File: src/rtl/plus45_phase_fir_filter_defines.svh
// Assertion macros for the +45 degree phase FIR filter.
// Used by files that check their own control logic; expects clk and rst_n in scope.
`ifndef PLUS45_PHASE_FIR_FILTER_DEFINES_SVH
`define PLUS45_PHASE_FIR_FILTER_DEFINES_SVH
`ifndef SYNTH
`define P45_ASSERT_IMP(lbl, ante, cons) \
    lbl: assert property (@(posedge clk) disable iff (!rst_n) (ante) |-> (cons)) \
        else $error("p45fir: check failed");
`define P45_ASSERT_NEXT(lbl, ante, cons) \
    lbl: assert property (@(posedge clk) disable iff (!rst_n) (ante) |=> (cons)) \
        else $error("p45fir: check failed");
`else
`define P45_ASSERT_IMP(lbl, ante, cons)
`define P45_ASSERT_NEXT(lbl, ante, cons)
`endif
`endif

File: src/rtl/p45fir_pkg.sv
// Package for the +45 degree phase FIR filter: sizes, coefficient table, cell control.
// No dependencies.
`default_nettype none
package p45fir_pkg;
    localparam int TAP_COUNT       = 33;
    localparam int SAMPLE_BITS_DEF = 16;
    localparam int COEF_BITS       = 16;
    localparam int ACC_SHIFT       = 16;
    localparam int IDX_BITS        = $clog2(TAP_COUNT);

    typedef logic signed [COEF_BITS-1:0] coef_t;

    localparam coef_t COEF_TABLE [TAP_COUNT] = '{
        -16'sd43,    16'sd5,      -16'sd126,   -16'sd28,
        -16'sd274,   -16'sd144,   -16'sd493,   -16'sd416,
        -16'sd771,   -16'sd960,   -16'sd1073,  -16'sd2001,
        -16'sd1349,  -16'sd4287,  -16'sd1542,  -16'sd14525,
        16'sd21550,
        16'sd14525,  -16'sd1542,  16'sd4287,   -16'sd1349,
        16'sd2001,   -16'sd1073,  16'sd960,    -16'sd771,
        16'sd416,    -16'sd493,   16'sd144,    -16'sd274,
        16'sd28,     -16'sd126,   -16'sd5,     -16'sd43
    };

    typedef struct packed {
        logic load;
        logic rotate;
    } cell_ctrl_t;
endpackage
`default_nettype wire

File: src/rtl/p45fir_if.sv
// Stream interfaces for the +45 degree phase FIR filter: sample input and result output.
// Depends on p45fir_pkg.
`default_nettype none
interface p45fir_in_if import p45fir_pkg::*; #(
    parameter int W = SAMPLE_BITS_DEF
);
    logic                valid;
    logic                ready;
    logic signed [W-1:0] sample_in;

    modport source (output valid, output sample_in, input ready);
    modport sink (input valid, input sample_in, output ready);
endinterface

interface p45fir_out_if import p45fir_pkg::*; #(
    parameter int W = SAMPLE_BITS_DEF + 1
);
    logic                valid;
    logic                ready;
    logic signed [W-1:0] filtered_out;

    modport source (output valid, output filtered_out, input ready);
    modport sink (input valid, input filtered_out, output ready);
endinterface
`default_nettype wire

File: src/rtl/p45fir_cell.sv
// One history cell: shifts toward older taps on load, rotates toward tap 0 during a sum.
// Depends on p45fir_pkg.
`default_nettype none
module p45fir_cell import p45fir_pkg::*; #(
    parameter int W = SAMPLE_BITS_DEF
) (
    input  wire logic                clk,
    input  wire logic                rst_n,
    input  wire cell_ctrl_t          ctrl,
    input  wire logic signed [W-1:0] prev_data,
    input  wire logic signed [W-1:0] next_data,
    output logic signed [W-1:0]      data
);
    logic signed [W-1:0] data_reg;
    logic signed [W-1:0] data_next;

    always_comb
    begin
        data_next = data_reg;
        if (ctrl.load)
        begin
            data_next = prev_data;
        end
        else if (ctrl.rotate)
        begin
            data_next = next_data;
        end
    end

    always_ff @(posedge clk or negedge rst_n)
    begin
        if (!rst_n)
        begin
            data_reg <= '0;
        end
        else
        begin
            data_reg <= data_next;
        end
    end

    assign data = data_reg;
endmodule
`default_nettype wire

File: src/rtl/p45fir_mac.sv
// Shared multiply-accumulate: registered product, then a wide accumulator.
// Depends on p45fir_pkg.
`default_nettype none
module p45fir_mac import p45fir_pkg::*; #(
    parameter int W     = SAMPLE_BITS_DEF,
    parameter int ACC_W = SAMPLE_BITS_DEF + COEF_BITS + IDX_BITS
) (
    input  wire logic                clk,
    input  wire logic                rst_n,
    input  wire logic                clear,
    input  wire logic                mul_en,
    input  wire logic signed [W-1:0] sample,
    input  wire coef_t               coef,
    output logic signed [ACC_W-1:0]  acc
);
    localparam int PROD_W = W + COEF_BITS;

    logic signed [PROD_W-1:0] prod_reg;
    logic signed [PROD_W-1:0] prod_next;
    logic                     prod_vld_reg;
    logic signed [ACC_W-1:0]  acc_reg;
    logic signed [ACC_W-1:0]  acc_next;

    always_comb
    begin
        prod_next = PROD_W'(sample) * PROD_W'(coef);
        acc_next  = acc_reg;
        if (clear)
        begin
            acc_next = '0;
        end
        else if (prod_vld_reg)
        begin
            acc_next = acc_reg + ACC_W'(prod_reg);
        end
    end

    always_ff @(posedge clk)
    begin
        prod_reg <= prod_next;
    end

    always_ff @(posedge clk or negedge rst_n)
    begin
        if (!rst_n)
        begin
            prod_vld_reg <= 1'b0;
            acc_reg      <= '0;
        end
        else
        begin
            prod_vld_reg <= mul_en;
            acc_reg      <= acc_next;
        end
    end

    assign acc = acc_reg;
endmodule
`default_nettype wire

File: src/rtl/plus45_phase_fir_filter.sv
// 33-tap +45 degree phase FIR filter.
// Channels: sample_ch (sink) takes one signed sample per beat; result_ch (source)
//   gives one filtered sample per accepted sample, the tap sum shifted right by 16.
// History: a row of 33 cells, tap 0 the newest. An accepted beat shifts the row by
//   one; the sum then rotates the row once around, feeding tap 0 into one shared
//   multiply-accumulate with a registered product, one tap per cycle.
// Order: the accept, the run through all taps, a flush of the last product, then the
//   write into the output register. A new sample is taken only after the write step,
//   as the single multiplier serves every tap of the current sample in turn.
// sample_ch.ready is high only between items. A finished result waits in the output
//   register; the next sample is taken while it waits. If the receiver still holds
//   off when the following result is done, that result waits in the write step.
// Reset clears the history to zero and leaves no result pending.
// Depends on p45fir_pkg, p45fir_if, p45fir_cell, p45fir_mac and the defines header.
`default_nettype none
`include "plus45_phase_fir_filter_defines.svh"
module plus45_phase_fir_filter import p45fir_pkg::*; #(
    parameter int SAMPLE_BITS = SAMPLE_BITS_DEF
) (
    input  wire logic     clk,
    input  wire logic     rst_n,
    p45fir_in_if.sink     sample_ch,
    p45fir_out_if.source  result_ch
);
    localparam int OUT_W = SAMPLE_BITS + 1;
    localparam int ACC_W = SAMPLE_BITS + COEF_BITS + IDX_BITS;
    localparam logic [IDX_BITS-1:0] LAST_IDX = IDX_BITS'(TAP_COUNT - 1);

    localparam logic [1:0] ST_IDLE  = 2'd0;
    localparam logic [1:0] ST_RUN   = 2'd1;
    localparam logic [1:0] ST_FLUSH = 2'd2;
    localparam logic [1:0] ST_WRITE = 2'd3;

    logic [1:0]                  state_reg;
    logic [1:0]                  state_next;
    logic [IDX_BITS-1:0]         cnt_reg;
    logic [IDX_BITS-1:0]         cnt_next;
    logic                        out_vld_reg;
    logic                        out_vld_next;
    logic signed [OUT_W-1:0]     filtered_reg;
    logic signed [OUT_W-1:0]     filtered_next;
    logic                        accept;
    logic                        out_free;
    cell_ctrl_t                  cell_ctrl;
    logic signed [ACC_W-1:0]     acc;
    logic signed [SAMPLE_BITS-1:0] tap_data [TAP_COUNT];

    assign accept           = sample_ch.valid && sample_ch.ready;
    assign sample_ch.ready  = (state_reg == ST_IDLE);
    assign out_free         = !out_vld_reg || result_ch.ready;
    assign cell_ctrl.load   = accept;
    assign cell_ctrl.rotate = (state_reg == ST_RUN);

    for (genvar i = 0; i < TAP_COUNT; i++)
    begin : g_cell
        if (i == 0)
        begin : g_head
            p45fir_cell #(.W(SAMPLE_BITS)) u_cell (
                .clk       (clk),
                .rst_n     (rst_n),
                .ctrl      (cell_ctrl),
                .prev_data (sample_ch.sample_in),
                .next_data (tap_data[1]),
                .data      (tap_data[0])
            );
        end
        else
        begin : g_body
            p45fir_cell #(.W(SAMPLE_BITS)) u_cell (
                .clk       (clk),
                .rst_n     (rst_n),
                .ctrl      (cell_ctrl),
                .prev_data (tap_data[i-1]),
                .next_data (tap_data[(i + 1) % TAP_COUNT]),
                .data      (tap_data[i])
            );
        end
    end

    p45fir_mac #(.W(SAMPLE_BITS), .ACC_W(ACC_W)) u_mac (
        .clk    (clk),
        .rst_n  (rst_n),
        .clear  (accept),
        .mul_en (state_reg == ST_RUN),
        .sample (tap_data[0]),
        .coef   (COEF_TABLE[cnt_reg]),
        .acc    (acc)
    );

    always_comb
    begin
        state_next    = state_reg;
        cnt_next      = cnt_reg;
        out_vld_next  = out_vld_reg && !result_ch.ready;
        filtered_next = filtered_reg;
        case (state_reg)
            ST_IDLE:
            begin
                if (accept)
                begin
                    state_next = ST_RUN;
                    cnt_next   = '0;
                end
            end
            ST_RUN:
            begin
                if (cnt_reg == LAST_IDX)
                begin
                    cnt_next   = '0;
                    state_next = ST_FLUSH;
                end
                else
                begin
                    cnt_next = cnt_reg + 1'b1;
                end
            end
            ST_FLUSH:
            begin
                state_next = ST_WRITE;
            end
            ST_WRITE:
            begin
                if (out_free)
                begin
                    out_vld_next  = 1'b1;
                    filtered_next = acc[ACC_SHIFT + SAMPLE_BITS : ACC_SHIFT];
                    state_next    = ST_IDLE;
                end
            end
            default:
            begin
                state_next = ST_IDLE;
                cnt_next   = '0;
            end
        endcase
    end

    always_ff @(posedge clk or negedge rst_n)
    begin
        if (!rst_n)
        begin
            state_reg   <= ST_IDLE;
            cnt_reg     <= '0;
            out_vld_reg <= 1'b0;
        end
        else
        begin
            state_reg   <= state_next;
            cnt_reg     <= cnt_next;
            out_vld_reg <= out_vld_next;
        end
    end

    always_ff @(posedge clk)
    begin
        filtered_reg <= filtered_next;
    end

    assign result_ch.valid        = out_vld_reg;
    assign result_ch.filtered_out = filtered_reg;

    `P45_ASSERT_NEXT(a_accept_starts_run, accept, state_reg == ST_RUN && cnt_reg == '0)
    `P45_ASSERT_NEXT(a_run_continues, state_reg == ST_RUN && cnt_reg != LAST_IDX, state_reg == ST_RUN)
    `P45_ASSERT_IMP(a_result_from_write, $rose(out_vld_reg), $past(state_reg) == ST_WRITE)
endmodule
`default_nettype wire
File: src/flat_wrapper.sv
// flat-port wrapper written by rule: the top's interface ports become plain ports
module plus45_phase_fir_filter_flat import p45fir_pkg::*;
#(
    parameter int SAMPLE_BITS = SAMPLE_BITS_DEF
)
  (clk, rst_n, sample_ch_valid, sample_ch_sample_in, sample_ch_ready, result_ch_valid, result_ch_filtered_out, result_ch_ready);
  p45fir_in_if sample_ch_i ();
  p45fir_out_if result_ch_i ();
  input  wire logic clk;
  input  wire logic rst_n;
  input wire logic [$bits(sample_ch_i.valid)-1:0] sample_ch_valid;
  input wire logic [$bits(sample_ch_i.sample_in)-1:0] sample_ch_sample_in;
  output wire logic [$bits(sample_ch_i.ready)-1:0] sample_ch_ready;
  output wire logic [$bits(result_ch_i.valid)-1:0] result_ch_valid;
  output wire logic [$bits(result_ch_i.filtered_out)-1:0] result_ch_filtered_out;
  input wire logic [$bits(result_ch_i.ready)-1:0] result_ch_ready;
  assign sample_ch_i.valid = sample_ch_valid;
  assign sample_ch_i.sample_in = sample_ch_sample_in;
  assign sample_ch_ready = sample_ch_i.ready;
  assign result_ch_valid = result_ch_i.valid;
  assign result_ch_filtered_out = result_ch_i.filtered_out;
  assign result_ch_i.ready = result_ch_ready;
  plus45_phase_fir_filter #(.SAMPLE_BITS(SAMPLE_BITS)) u_core (.clk(clk), .rst_n(rst_n), .sample_ch(sample_ch_i), .result_ch(result_ch_i));
endmodule
File: config.mk
export PLATFORM = sky130hd
export DESIGN_NAME = plus45_phase_fir_filter_flat
export DESIGN_NICKNAME = d
export VERILOG_FILES = /design/src/rtl/p45fir_pkg.sv /design/src/rtl/p45fir_if.sv /design/src/rtl/p45fir_cell.sv /design/src/rtl/p45fir_mac.sv /design/src/rtl/plus45_phase_fir_filter.sv /design/src/flat_wrapper.sv
export VERILOG_INCLUDE_DIRS = /design/src /design/src/rtl
export SDC_FILE = /design/constraint.sdc
export NUM_CORES = 2
export LEC_CHECK = 0
export BUFFER_PORTS_ARGS = -buffer_cell sky130_fd_sc_hd__buf_2
export CORE_MARGIN = 2
export CORE_UTILIZATION = 30
export CTS_CLUSTER_SIZE = 20
export DETAILED_ROUTE_END_ITERATION = 10
export PLACE_DENSITY = 0.47
export SLEW_MARGIN = 20
export SYNTH_ARGS = -nofsm -noshare
export SYNTH_HDL_FRONTEND = slang
export SYNTH_SLANG_ARGS = --single-unit
File: constraint.sdc
create_clock -name clk -period 9.15 [get_ports clk]
set_input_delay 2.2875 -clock clk [delete_from_list [all_inputs] [get_ports clk]]
set_output_delay 2.2875 -clock clk [all_outputs]
set_load 0.005 [all_outputs]
Word level (Yosys, flattened, before mapping):

Memories as Yosys holds them, arrays and structs flattened.
Index checks and enable logic that the tools add are counted.

* register bits: 625
* ROM bits: 1024
* input bits: 20
* output and inout bits: 19
* logic and storage cells: 144
* memories kept: 1

Memories
* (name not given): words 64, bits a word 16, read ports 1, clocked after Yosys merged registers in 0, wr ports 0, line plus45_phase_fir_filter.sv:86 `.coef (COEF_TABLE[cnt_reg]),`

* $add $sub $neg: 2
* multipliers: 1
* order comparisons: 1
* eq/ne operators: 7
* mux-type cells: 79
* bitwise gates (word level): 1
* reductions and logical operators: 12

Operator list (number)
* 2-to-1 mux 16 bit: 68
* 2-to-1 mux 38 bit: 2
* adder 38 x 32 -> 38 bit: 1
* multiplier 16 x 16 -> 32 bit: 1
* 2-to-1 mux 6 bit: 2
* case mux 6 bit (2 select lines): 1
* case mux 2 bit (4 select lines): 1
* greater-or-equal comparator 7 bit, second input constant: 1
* NOT 6 -> 7 bit: 1
* adder 6 x 1 -> 6 bit, second input constant: 1
* equality test 6 bit, second input constant: 1
* 2-to-1 mux 2 bit: 3
* nonzero test 2 bit: 3
* equality test 2 bit, second input constant: 2
* inequality test 2 x 1 -> 1 bit, second input constant: 2
* AND reduction 2 bit: 2
* AND reduction 3 bit: 1
* equality test 2 x 1 -> 1 bit, second input constant: 1
* logical AND 1 bit: 2
* zero test 1 bit: 2
* zero test 2 bit: 1
* 2-to-1 mux 1 bit: 2
* inequality test 2 bit, second input constant: 1
* logical OR 1 bit: 1

Depth between registers and ports, before layout:

* depth after elaboration: 5
* depth in mapped cells: 32
* mapped depth without buffers: 29

Cells and area by module:

Synthesis repeated with hierarchy kept, for this count alone.

* cells, all modules: 3977
* area, all modules: 40303.7 um2

By module, submodules not included
* p45fir_cell: times used 33, cells an instance 69, area an instance 744.5 um2, seq. area each 400.4 um2
* p45fir_mac: times used 1, cells an instance 1495, area an instance 13803.2 um2, seq. area each 1616.6 um2
* plus45_phase_fir_filter: times used 1, cells an instance 205, area an instance 1933.1 um2, seq. area each 735.7 um2

Worst setup path before layout:

No wires, ideal clock.

* path kind: register to register
* start: register u_core.cnt_reg[1]
* end: register u_core.u_mac.prod_reg[31]
* setup time: 0.128 ns
* arrival time: 7.467 ns
* data required time: 9.022 ns
* setup slack: 1.555 ns
* stages on the path, launching flop included: 25
* path buffers: 2
* period minus slack after synthesis: 7.595 ns
* path through: dfrtp_1 > clkbuf_1 > inv_1 > ha_1 > o311a_1 > nor4_1 > clkbuf_1 > nor2b_1 > fa_1 > fa_1 > fa_1 > fa_1 > fa_1 > inv_1 > fa_1 > inv_1 > ha_1 > a21o_1 > a211o_1 > a2111oi_0 > nor4b_1 > a211o_1 > o41ai_2 > mux2i_1 > nand4_1

* word-level cells in the longest chain between the ends: 5

Ends and longest elaborated chain
* start: declaration: line plus45_phase_fir_filter.sv:36 `logic [IDX_BITS-1:0] cnt_reg;`
* start signal: assignment: line plus45_phase_fir_filter.sv:149 `cnt_reg <= cnt_next;`
* NOT 6 -> 7 bit (implied by the code): line plus45_phase_fir_filter.sv:86
* memory (64 x 16 bit)
* 2-to-1 mux 16 bit (implied by the code) (2 in a row): line plus45_phase_fir_filter.sv:86
* multiplier 16 x 16 -> 32 bit: line p45fir_mac.sv:26 `prod_next = PROD_W'(sample) * PROD_W'(coef);`
* via u_core.u_mac.prod_next[31]: line p45fir_mac.sv:19 `logic signed [PROD_W-1:0] prod_next;`
* end signal: assignment: line p45fir_mac.sv:40 `prod_reg <= prod_next;`
* end: declaration: line p45fir_mac.sv:18 `logic signed [PROD_W-1:0] prod_reg;`

The timed path passes the listed nets, and every way through them passes these cells. The select of a mux whose other input is x is not followed.
A chain may end at the register's enable or synchronous reset.

Final worst setup path:

Same ends and word-level chain as after synthesis.

==> flow_summary.json <==
{
  "layout_min_cycle_time_ns": 8.20,
  "synth_cell_types": 68,
  "syn_to_final_growth_pct": 11.5,
  "drt_first_pass_iters": 5,
  "yosys-top-cells-area": "dfrtp_1 37%, mux2i_1 14%, fa_1 13%",
  "cts.sinks": 620,
  "core.rowCount": 132,
  "finalHoldViolCount": 0,
  "cts_root_buf": "clkbuf_16",
  "die_h_um": 365,
  "placed_cells": 5557,
  "grt_pass1_wl_um": 143000,
  "finalNonFillerCells": 5687,
  "hold_buffers": 0,
  "largest_reg_flops": 512,
  "worstPathMaxFanout": 12,
  "vias": 26447,
  "dieArea_um2": 133000,
  "cts_tree": "done",
  "yosysTopAreaCellShare_pct": 36.6,
  "outcome": "completed",
  "wl_per_cell_um": 14.6,
  "synth_most_common_cell": "nand2_1",
  "htreeDepth": 3,
  "worstHoldPathType": "reg2reg",
  "fin_util_pct": 33.7,
  "yosys_warnings": 0,
  "ys_ff_latch": 620,
  "wirelength_um": 82800,
  "grt-ovfl-total": 0,
  "worst_path_max_delay_cell": "dfrtp_1",
  "synth-async-reset-ratio_pct": 92.1,
  "track_usage_pct": 12.9,
  "cts_buffers": 73,
  "yosysTopAreaCell": "dfrtp_1",
  "worst_pin_slew_ns": 1.12,
  "routed_via_density": 4.65,
  "clk_latency_ns": 0.64,
  "antenna_found_initial": 0,
  "worst-r2r-setup-slack_ns": 0.95,
  "crit_top_cell": "fa_1",
  "clk_pin_slew_ns": 0.07,
  "fmax_mhz": 122,
  "initial_core_util_pct": 30.2,
  "syn_area_per_cell_um2": 9.84,
  "grt_setup_unrepaired": "no",
  "slew_violations": 0,
  "cp-start-kind": "register",
  "netlist_top_cells_count": "695 x nand2_1, 583 x o21ai_0, 571 x dfrtp_1",
  "postCtsSetupBuffers": 0,
  "drive_gt1_share_pct": 5.68,
  "postRouteAntennaNets": 0,
  "crit_path_end_kind": "register",
  "grt_max_degree": 239,
  "synth_edf_count": 17,
  "syn-cell-area_um2": 39000,
  "syn_nets": 4378,
  "grt_pass1_vias": 27130,
  "drt_iter0_markers": 1518,
  "fin_nets": 4299,
  "slowest_delay_ns": 0.57,
  "hold_ws_ns": 0.481,
  "critPathRequiredTime_ns": 9.65,
  "yosysSeqAreaShare_pct": 39.5,
  "ctsResizeCount": 0,
  "worstPathArrival_ns": 8.70,
  "fin_setup_tns_ns": 0,
  "slew_headroom_pct": 25.1,
  "clockBufferDepth": 3,
  "core_region_area_um2": 129000,
  "finalSetupViolations": 0,
  "syn_inst": 3969,
  "worstSetupPathType": "reg2reg",
  "synth_flop_cell": "dfrtp_1",
  "hpwl_um": 55300,
  "period_share_pct": 89.6,
  "portBuffers": 38,
  "drcViolationCount": 0,
  "drv_cap": 0,
  "fin_skew_ns": 0.0176,
  "place_congestion": 0.798,
  "insertedDiodeCount": 0,
  "io_pins": 39,
  "die_x_um": 365
}
==> critical path, delay by kind of cell (launching register included) <==
family	cells	cell delay [ns]
multiplexers	1	0.23
flip-flops	1	0.57
AND/OR/NAND/NOR	5	1.13
AO/OA/AOI/OAI	7	1.94
adder cells (fa/ha/maj)	8	3.67
buffers and inverters	4	0.49
==> final timing paths <==
path | start | endpoint | cells after the start
max | u_core.cnt_reg[1] | u_core.u_mac.prod_reg[31] | 25
min | u_core.u_mac.acc[32] | u_core.result_ch.filtered_out[16] | 0
max reg2reg | u_core.cnt_reg[1] | u_core.u_mac.prod_reg[31] | 25
min reg2reg | u_core.u_mac.acc[32] | u_core.result_ch.filtered_out[16] | 0
max in group asynchronous | rst_n | u_core.u_mac.acc[24] | 2
min in group asynchronous | rst_n | u_core.g_cell[17].g_body.u_cell.data[3] | 1
==> routing by layer <==
| layer | global-route usage, % | routed length, µm | up-vias |
|---|---|---|---|
| met4 | 3.66 | 1730 | 0 |
| met3 | 1.77 | 2750 | 101 |
| li1 | - | - | 13055 |
| met5 | 0 | 0 | - |
| met2 | 20.8 | 38000 | 288 |
| met1 | 18.0 | 40300 | 13003 |
==> cells by family (layout without fill, tap and decap cells) <==
| family | count (synthesis) | count (layout) | share of synthesized area, % |
|---|---|---|---|
| and+or+nand+nor | 1001 | 1001 | 11.1 |
| adders and majority gates | 389 | 389 | 17.5 |
| buffers and inverters | 568 | 544 | 5.47 |
| DFF | 620 | 620 | 39.5 |
| muxes | 548 | 548 | 14.1 |
| AOI/OAI and AO/OA | 791 | 791 | 11.1 |
| xor gates and xnor gates | 52 | 52 | 1.17 |
==> area by class of cell <==
cell class / instances / area [µm²]
clock inverter: 17 / 315
multi-input combinational: 2781 / 21500
fill: 13240 / 85800
clock buffer: 113 / 2180
tap: 1742 / 2180
timing repair buffer: 95 / 703
sequential: 620 / 15400
inverter: 319 / 1200
==> cells in the final DEF (no fill, tap or decap), types with 6 or more instances in the layout <==
cell type | Yosys | layout
nand2_1 | 695 | 695
o21ai_0 | 583 | 583
dfrtp_1 | 571 | 571
mux2i_1 | 546 | 546
inv_1 | 318 | 318
fa_1 | 263 | 263
ha_1 | 126 | 125
nor2_1 | 81 | 81
clkbuf_16 | 0 | 73
a21oi_1 | 71 | 71
nor2b_1 | 70 | 70
and2_1 | 61 | 60
buf_4 | 0 | 51
xnor2_1 | 39 | 39
buf_2 | 3 | 37
a21o_1 | 34 | 34
dfxtp_1 | 32 | 32
a211oi_1 | 26 | 23
clkbuf_1 | 219 | 20
clkbuf_8 | 0 | 20
nor3_1 | 19 | 18
edfxtp_1 | 17 | 17
nand2b_1 | 13 | 13
xor2_1 | 13 | 13
nand3_1 | 12 | 12
and3_1 | 11 | 11
nand4_1 | 9 | 9
o21a_1 | 8 | 8
o211ai_1 | 7 | 7
a211o_1 | 7 | 7
or2_2 | 6 | 6
a31oi_1 | 6 | 6
buf_12 | 0 | 6
==> per-stage QoR <==
stage | cell area (µm²) | setup WS [ns]
finish | 43500 | 0.950
global route | 43500 | 0.364
CTS | 43500 | 0.899
detailed placement | 41000 | 0.936
global placement | 41000 | 0.967
floorplan | 39000 | 1.55
Power is not shown: default switching activity piles up to over one toggle a cycle in this logic, so the estimate is an artifact.
